[src/hw/rtl/ewea_pkg.sv]
`timescale 1ns / 1ps
// Shared types and constants for the EMG window energy average block.
// Used by every module under hw/rtl; depends on nothing else.
package ewea_pkg;

    localparam int WINDOW      = 60;
    localparam int CHANNELS    = 8;
    localparam int CH_FIELDS   = 8;

    localparam int SAMPLE_W    = 8;
    localparam int SQ_W        = 2 * SAMPLE_W - 1;
    localparam int ENERGY_W    = 18;
    localparam int SUM_W       = 23;
    localparam int AVG_W       = 24;
    localparam int INDEX_W     = 16;
    localparam int STAMP_W     = 64;
    localparam int LIMIT_W     = 16;
    localparam int FRAC_BITS   = 6;

    localparam logic [LIMIT_W-1:0] LIMIT_RESET = 16'd250;

    localparam int PTR_W = (WINDOW > 1) ? $clog2(WINDOW) : 1;
    localparam logic [PTR_W-1:0] PTR_LAST = PTR_W'(WINDOW - 1);
    localparam logic [INDEX_W-1:0] WINDOW_COUNT = INDEX_W'(WINDOW);

    // Average = floor(sum * 2^FRAC_BITS / WINDOW) through a rounded-up reciprocal.
    localparam int WIN_LOG   = $clog2(WINDOW);
    localparam int AVG_SHIFT = SUM_W + WIN_LOG;
    localparam int AVG_K     = AVG_SHIFT + FRAC_BITS;
    localparam int MUL_W     = SUM_W + 8;
    localparam int PROD_W    = SUM_W + MUL_W;
    localparam logic [63:0] AVG_MUL_FULL =
        ((64'd1 << AVG_K) + 64'(WINDOW) - 64'd1) / 64'(WINDOW);
    localparam logic [MUL_W-1:0] AVG_MUL = AVG_MUL_FULL[MUL_W-1:0];

    localparam int IN_CH_W       = CH_FIELDS * SAMPLE_W;
    localparam int IN_TDATA_W    = ((IN_CH_W + STAMP_W + 7) / 8) * 8;
    localparam int OUT_FIELDS_W  = INDEX_W + SUM_W + AVG_W + STAMP_W;
    localparam int OUT_TDATA_W   = ((OUT_FIELDS_W + 7) / 8) * 8;

    typedef struct packed {
        logic             emit;
        logic             clear;
        logic             sub;
        logic [PTR_W-1:0] ptr;
    } t_ctrl;

endpackage

[src/hw/rtl/ewea_lane.sv]
`timescale 1ns / 1ps
// One channel lane: registered square of a signed 8-bit sample.
// Depends on ewea_pkg.
module ewea_lane (
    input  logic                             i_clk,
    input  logic                             i_en,
    input  logic signed [ewea_pkg::SAMPLE_W-1:0] i_sample,
    output logic [ewea_pkg::SQ_W-1:0]        o_square
);
    import ewea_pkg::*;

    logic signed [2*SAMPLE_W-1:0] n_prod;
    logic [SQ_W-1:0]              r_square;

    assign n_prod = i_sample * i_sample;

    always_ff @(posedge i_clk) begin
        if (i_en) begin
            r_square <= n_prod[SQ_W-1:0];
        end
    end

    assign o_square = r_square;
endmodule

[src/hw/rtl/ewea_merge.sv]
`timescale 1ns / 1ps
// Merge stage: adds the per-lane squares into one sample energy, registered.
// Depends on ewea_pkg.
module ewea_merge (
    input  logic                                      i_clk,
    input  logic                                      i_en,
    input  logic [ewea_pkg::CHANNELS-1:0][ewea_pkg::SQ_W-1:0] i_square,
    output logic [ewea_pkg::ENERGY_W-1:0]             o_energy
);
    import ewea_pkg::*;

    logic [ENERGY_W-1:0] n_energy;
    logic [ENERGY_W-1:0] r_energy;

    always_comb begin
        n_energy = '0;
        for (int c = 0; c < CHANNELS; c++) begin
            n_energy = n_energy + ENERGY_W'(i_square[c]);
        end
    end

    always_ff @(posedge i_clk) begin
        if (i_en) begin
            r_energy <= n_energy;
        end
    end

    assign o_energy = r_energy;
endmodule

[src/hw/rtl/ewea_accum.sv]
`timescale 1ns / 1ps
// Running window sum with the energy ring memory.
// Depends on ewea_pkg.
module ewea_accum (
    input  logic                            i_clk,
    input  logic                            i_rst_n,
    input  logic                            i_load,
    input  ewea_pkg::t_ctrl                 i_ctrl,
    input  logic [ewea_pkg::ENERGY_W-1:0]   i_energy,
    input  logic [ewea_pkg::PTR_W-1:0]      i_rd_addr,
    output logic [ewea_pkg::SUM_W-1:0]      o_window_sum
);
    import ewea_pkg::*;

    logic [ENERGY_W-1:0] r_ring [WINDOW];
    logic [ENERGY_W-1:0] r_rd;
    logic [SUM_W-1:0]    r_sum;
    logic [SUM_W-1:0]    n_sum;
    logic [SUM_W-1:0]    n_base;
    logic [SUM_W-1:0]    r_window_sum;
    logic                n_wr;

    assign n_wr   = i_load && i_ctrl.emit;
    assign n_base = i_ctrl.clear ? '0 : r_sum;

    always_comb begin
        n_sum = r_sum;
        if (i_load) begin
            if (i_ctrl.emit) begin
                n_sum = n_base - (i_ctrl.sub ? SUM_W'(r_rd) : '0) + SUM_W'(i_energy);
            end else begin
                n_sum = '0;
            end
        end
    end

    always_ff @(posedge i_clk) begin
        if (n_wr) begin
            r_ring[i_ctrl.ptr] <= i_energy;
        end
        if (n_wr && (i_ctrl.ptr == i_rd_addr)) begin
            r_rd <= i_energy;
        end else begin
            r_rd <= r_ring[i_rd_addr];
        end
        if (n_wr) begin
            r_window_sum <= n_base;
        end
    end

    always_ff @(posedge i_clk) begin
        if (!i_rst_n) begin
            r_sum <= '0;
        end else begin
            r_sum <= n_sum;
        end
    end

    assign o_window_sum = r_window_sum;
endmodule

[src/hw/rtl/emg_window_energy_average.sv]
`timescale 1ns / 1ps
// EMG window energy average top level: sample counting, lane pipeline and output word.
// Depends on ewea_pkg, ewea_lane, ewea_merge and ewea_accum.
//
// The block takes one sample word per clock while ready is high and returns one result word
// per clock while the output is taken, through registered stages: squares in the channel lanes,
// the merge adder, the running sum with its ring memory read ahead of the sum update, and the
// reciprocal multiply that forms the average in the output register. Ready drops only when every
// pipeline stage holds a word and the output is not taken. A sample taken once the count has
// reached the capture limit gives no result word. The capture limit is written through
// i_cfg_wr_en and applies from the next sample; write it only while no sample is in flight.
module emg_window_energy_average (
    input  logic                                  i_clk,
    input  logic                                  i_rst_n,
    input  logic                                  i_cfg_wr_en,
    input  logic [ewea_pkg::LIMIT_W-1:0]          i_cfg_wr_data,
    input  logic                                  i_s_tvalid,
    output logic                                  o_s_tready,
    // ch0, ch1, ch2, ch3, ch4, ch5, ch6, ch7, stamp_in
    input  logic [ewea_pkg::IN_TDATA_W-1:0]       i_s_tdata,
    // restart
    input  logic                                  i_s_tuser,
    output logic                                  o_m_tvalid,
    input  logic                                  i_m_tready,
    // sample_index, window_sum, window_average, stamp_out, zero pad
    output logic [ewea_pkg::OUT_TDATA_W-1:0]      o_m_tdata
);
    import ewea_pkg::*;

    logic [LIMIT_W-1:0] r_limit;
    logic [INDEX_W-1:0] r_count;
    logic [INDEX_W-1:0] n_count;
    logic [PTR_W-1:0]   r_ptr;
    logic [PTR_W-1:0]   n_ptr;
    logic [INDEX_W-1:0] n_eff_count;
    logic [PTR_W-1:0]   n_eff_ptr;
    logic               n_emit;
    logic               n_accept;
    t_ctrl              n_ctrl0;

    logic en1, en2, en3, en4;

    logic               r_v1, r_v2, r_v3, r_v4;
    t_ctrl              r_ctrl1, r_ctrl2;
    logic [INDEX_W-1:0] r_idx1, r_idx2, r_idx3, r_idx4;
    logic [STAMP_W-1:0] r_stamp1, r_stamp2, r_stamp3, r_stamp4;
    logic [SUM_W-1:0]   r_sum4;
    logic [PROD_W-1:0]  r_prod4;

    logic [CHANNELS-1:0][SQ_W-1:0] w_square;
    logic [ENERGY_W-1:0]           w_energy;
    logic [SUM_W-1:0]              w_window_sum;
    logic [PTR_W-1:0]              w_rd_addr;
    logic [AVG_W-1:0]              w_average;

    assign en4 = !r_v4 || i_m_tready;
    assign en3 = !r_v3 || en4;
    assign en2 = !r_v2 || en3;
    assign en1 = !r_v1 || en2;

    assign o_s_tready = en1;
    assign n_accept   = i_s_tvalid && en1;

    assign n_eff_count = i_s_tuser ? '0 : r_count;
    assign n_eff_ptr   = i_s_tuser ? '0 : r_ptr;
    assign n_emit      = n_eff_count < r_limit;

    assign n_ctrl0.emit  = n_emit;
    assign n_ctrl0.clear = i_s_tuser;
    assign n_ctrl0.sub   = n_eff_count >= WINDOW_COUNT;
    assign n_ctrl0.ptr   = n_eff_ptr;

    always_comb begin
        n_count = r_count;
        n_ptr   = r_ptr;
        if (n_accept) begin
            n_count = n_emit ? n_eff_count + 1'b1 : n_eff_count;
            if (n_emit) begin
                n_ptr = (n_eff_ptr == PTR_LAST) ? '0 : n_eff_ptr + 1'b1;
            end else begin
                n_ptr = n_eff_ptr;
            end
        end
    end

    always_ff @(posedge i_clk) begin
        if (!i_rst_n) begin
            r_limit <= LIMIT_RESET;
            r_count <= '0;
            r_ptr   <= '0;
            r_v1    <= 1'b0;
            r_v2    <= 1'b0;
            r_v3    <= 1'b0;
            r_v4    <= 1'b0;
        end else begin
            if (i_cfg_wr_en) begin
                r_limit <= i_cfg_wr_data;
            end
            r_count <= n_count;
            r_ptr   <= n_ptr;
            if (en1) begin
                r_v1 <= n_accept && (n_emit || i_s_tuser);
            end
            if (en2) begin
                r_v2 <= r_v1;
            end
            if (en3) begin
                r_v3 <= r_v2 && r_ctrl2.emit;
            end
            if (en4) begin
                r_v4 <= r_v3;
            end
        end
    end

    always_ff @(posedge i_clk) begin
        if (en1) begin
            r_ctrl1  <= n_ctrl0;
            r_idx1   <= n_eff_count;
            r_stamp1 <= i_s_tdata[IN_CH_W +: STAMP_W];
        end
        if (en2) begin
            r_ctrl2  <= r_ctrl1;
            r_idx2   <= r_idx1;
            r_stamp2 <= r_stamp1;
        end
        if (en3) begin
            r_idx3   <= r_idx2;
            r_stamp3 <= r_stamp2;
        end
        if (en4) begin
            r_idx4   <= r_idx3;
            r_stamp4 <= r_stamp3;
            r_sum4   <= w_window_sum;
            r_prod4  <= PROD_W'(w_window_sum) * PROD_W'(AVG_MUL);
        end
    end

    for (genvar g = 0; g < CHANNELS; g++) begin : g_lane
        ewea_lane u_lane (
            .i_clk    (i_clk),
            .i_en     (en1),
            .i_sample ($signed(i_s_tdata[g*SAMPLE_W +: SAMPLE_W])),
            .o_square (w_square[g])
        );
    end

    ewea_merge u_merge (
        .i_clk    (i_clk),
        .i_en     (en2),
        .i_square (w_square),
        .o_energy (w_energy)
    );

    assign w_rd_addr = en2 ? r_ctrl1.ptr : r_ctrl2.ptr;

    ewea_accum u_accum (
        .i_clk        (i_clk),
        .i_rst_n      (i_rst_n),
        .i_load       (en3 && r_v2),
        .i_ctrl       (r_ctrl2),
        .i_energy     (w_energy),
        .i_rd_addr    (w_rd_addr),
        .o_window_sum (w_window_sum)
    );

    assign w_average  = r_prod4[AVG_SHIFT +: AVG_W];
    assign o_m_tvalid = r_v4;
    assign o_m_tdata  = OUT_TDATA_W'({r_stamp4, w_average, r_sum4, r_idx4});
endmodule

[config.mk]
export PLATFORM = sky130hd
export DESIGN_NAME = emg_window_energy_average
export DESIGN_NICKNAME = d
export VERILOG_FILES = /design/src/hw/rtl/ewea_pkg.sv /design/src/hw/rtl/ewea_lane.sv /design/src/hw/rtl/ewea_merge.sv /design/src/hw/rtl/ewea_accum.sv /design/src/hw/rtl/emg_window_energy_average.sv
export SDC_FILE = /design/constraint.sdc
export NUM_CORES = 2
export LEC_CHECK = 0
export ABC_AREA = 0
export BUFFER_PORTS_ARGS = -buffer_cell sky130_fd_sc_hd__buf_4
export CAP_MARGIN = 20
export CORE_MARGIN = 2
export CORE_UTILIZATION = 63
export CTS_CLUSTER_DIAMETER = 60
export CTS_CLUSTER_SIZE = 28
export DETAILED_ROUTE_END_ITERATION = 10
export PLACE_DENSITY_LB_ADDON = 0.25
export SYNTH_ARGS = -nofsm -noshare
export SYNTH_HDL_FRONTEND = slang
export SYNTH_SLANG_ARGS = --single-unit
[constraint.sdc]
create_clock -name i_clk -period 9.67 [get_ports i_clk]
set_input_delay 1.4505 -clock i_clk [delete_from_list [all_inputs] [get_ports i_clk]]
set_output_delay 1.4505 -clock i_clk [all_outputs]
set_load 0.01 [all_outputs]
==> qor.txt <==
Status: completed
Switching Share: 38.4%
Final ANT Viol Nets: 0
GR Layer Usage met3: 4.38%
Port Buf Inserts: 278
Num CTS Buffers: 113
Yosys reg bits: 1689
Post-Synth Adder-Cell Area: 18.6%
Cts hold-fix bufs: 0
Starting density of the core: 63.7%
Vias after detailed routing: 45.7k
Async S/R FF share, synth: 0%
Met1 Use GR: 36.6%
Syn Inst Count: 5485
Worst-path cell with the longest stage delay: dfxtp_4
Top-level port count: 280
Die width: 375 um
Largest family of logic cells by synthesized area: adder cells
Post-DP Area: 0.0910 mm^2
Fin nets: 6943
Leakage power: 0.0373 uW
Xor/xnor share of the synthesized area: 2.03%
Routed wire length: 190000 um
Vias in the first global route: 47.7k
Comb pwr share: 50.1%
CP Data Arrival Time: 7.58 ns
Part of the power in registers: 32.7%
Critical Path Max Stage Delay: 0.90 ns
Final Hold Fails: 0
First-pass GRT wire length: 290000 um
CTS tree: yes
GR peak layer: met2
Post-Route Setup TNS: 0 ns
Initial DRT Pass Iterations: 6
CP most frequent cell: mux4_2
Cells along the critical path: buf_4 > mux4_2 > mux4_2 > mux4_2 > and2_1 > fa_1 > inv_1 > ha_1 > a21o_1 > a221oi_1 > nor2_1 > a21oi_1 > o211ai_1 > o22ai_1 > o21ai_1 > o21a_1 > mux2i_1 > o41ai_1 > a22o_1
DP HPWL: 124000 um
Total gr overflow: 0
Max clock buf depth: 3
Synth unique cells: 72
RSZ-0062 raised after global routing: no
Clock Skews: 0.0555 ns
GP Congestion: 0.877
Post-synthesis sequential area ratio: 57.8%
Number of DRC markers in iteration 0: 4565
Final instance area: 0.0953 mm^2
Routed len/inst: 24.7 um
Max_cap viols: 0
Post-CTS setup buffers: 0
Critical Path Source Type: register
Final min period: 6.87 ns
F_max: 0.146 GHz
Worst setup EP type: register
Syn Std Cell Area: 0.0865 mm^2
Synth Flop Type: edfxtp_1
Dominant cells by area after synthesis: edfxtp_1 56%, fa_1 12%, mux4_2 8.9%, ha_1 6.7%, inv_1 3.7%
WHS: 0.405 ns
Share of the synthesized area in the top cell type: 56.2%
Die Ht: 375 um
Gr usage total: 27.7%
Max-slew violations: 0
Pwr/cell area: 329 mW/mm^2
Clk sinks: 1689
Met2 Track Usage GR: 47.8%
Synthesis warning total: 0
Sw Pwr: 12000 uW
Clk_lat worst skew: 0.79 ns
Die area: 0.140 mm^2
Post-Layout Cell Count: 7697
DRC: 0
Slew @ Worst Pin: 1.09 ns
Final core utilization: 70.1%
Root Buffer: clkbuf_16
Crit path kind: reg2reg
Largest net degree at the start of global routing: 124
Final Cycle Share: 71.1%
Via/cell ratio: 5.94
Dpl cells: 7481
Compound-Gate Fraction of Synth Area: 2.89%
Post-synthesis simple-gate area fraction: 4.87%
Proportion of layout cells with a drive suffix above 1: 16.3%
Final setup violation count: 0
Worst min path class: reg2reg
Post-CTS resize count: 0
Htree depth: 3
Initial antenna violation count: 13
Peak supply drop: 0.00136 V
Clk network pwr share: 17.2%
Area growth, synth to finish: 10.1%
Slew margin rel.: 27.1%
Largest area contributor in the synthesized netlist: edfxtp_1
Core footprint: 0.136 mm^2
Avg Cell Area, Syn: 15.8 um^2
Rows: 135
CP Max Fanout: 40
Worst Path Required: 10.37 ns
Pint: 19300 uW
Post-synthesis mux area share: 9.29%
Number of synthesized flops with an enable pin: 1618
Clock transition at the registers of the reported paths: 0.10 ns
==> stage by stage <==
step | total power [uW] | worst slack [ns]
floorplan | 22300 | 1.79
global placement | 25300 | 2.94
detailed placement | 25900 | 2.84
CTS | 31400 | 2.75
global route | 33400 | 2.28
finish | 31300 | 2.80
==> kinds of logic after synthesis <==
group | Yosys count
flops | 1689
buf+inv | 1022
fa+ha+maj | 978
compound gates | 402
mux | 375
xor+xnor | 200
other cells | 2
simple gates | 817
==> registers in the layout (all words and copies together), names as in the netlist, 9 cells and up, named ones only <==
name / cells
u_accum.r_ring: 1080
g_lane.u_lane.o_square: 112
r_stamp1: 64
r_stamp2: 64
r_stamp3: 64
r_stamp4: 64
r_prod4: 24
r_sum4: 23
u_accum.o_window_sum: 23
u_accum.r_sum: 23
u_merge.o_energy: 18
r_count: 16
r_idx1: 16
r_idx2: 16
r_idx3: 16
r_idx4: 16
r_limit: 16
r_ctrl1: 9
r_ctrl2: 9
==> layout make-up <==
type                            instances  area (um^2)
Antenna cell                            5         12.5
Clock inverter                         98         1400
Timing Repair Buffer                  374         2890
Fill cell                            8681        40600
Clock buffer                          113         2830
Multi-Input combinational cell       2777        32600
Sequential cell                      1689        50000
Inverter                              860         3240
Tap cell                             1781         2230
==> synth_stat cells (6+ instances only) <==
cell,n
a22oi_1,10
a211oi_1,10
nand4_1,13
buf_2,24
dfxtp_1,71
xnor2_1,157
mux2i_1,33
o21ai_1,10
inv_1,859
nor4_1,6
o21ai_0,93
fa_1,514
xor2_1,43
ha_1,464
nor3_1,16
or3_1,8
and2_1,182
nand2b_1,59
nor2b_1,83
o211ai_1,10
a21oi_1,132
a21boi_0,11
mux4_2,342
a21o_1,46
or2_2,11
nand3b_1,7
nand3_1,44
o21bai_1,28
nand2_1,220
edfxtp_1,1618
and3_1,20
clkbuf_1,117
o21a_1,16
nor2_1,131
buf_1,18
==> critical path: cells and delay by family, from the launching register on <==
kind | cells | cell delay (ns)
flops | 1 | 0.90
mux | 4 | 1.79
simple gates | 2 | 0.30
compound gates | 9 | 2.25
fa+ha+maj | 2 | 0.65
buf+inv | 2 | 0.82
==> placed cells by master (no fill, tap or decap), types with 28 or more instances in the layout <==
master     instances
clkbuf_16        113
nand3_1           44
buf_4            368
nand2b_1          59
a21oi_1          132
o21ai_0           93
ha_1             464
xnor2_1          157
nor2b_1           83
mux4_2           342
dfxtp_1           66
a21o_1            46
nor2_1           129
o21bai_1          28
edfxtp_1        1618
inv_1            857
xor2_1            43
fa_1             514
and2_1           182
nand2_1          218
mux2i_1           33
==> metal layers <==
layer / up-vias / share of wire (%)
li1: 20100 / -
met1: 23400 / 38
met2: 1862 / 52
met3: 294 / 7.2
met4: 14 / 3.4
met5: - / 0.048
==> path summary, 6_finish.rpt <==
| kind | from | cells past startpoint | slack [ns] | to |
|---|---|---|---|---|
| max | register | 19 | 2.80 | u_accum.r_sum[22] |
| min | r_stamp2[28] | 0 | 0.40 | r_stamp3[28] |
| max reg2reg | register | 19 | 2.80 | u_accum.r_sum[22] |
| min reg2reg | r_stamp2[28] | 0 | 0.40 | r_stamp3[28] |
==> power groups by stage <==
stage               clock [uW]  combinational (uW)  sequential (uW)
finish                    5390               15700            10300
CTS                       5470               15600            10300
detailed placement           0               15500            10400
floorplan                    0               11600            10700
global route              5690               17400            10300
global placement             0               14900            10400
Power figures use the tool's default switching activity.
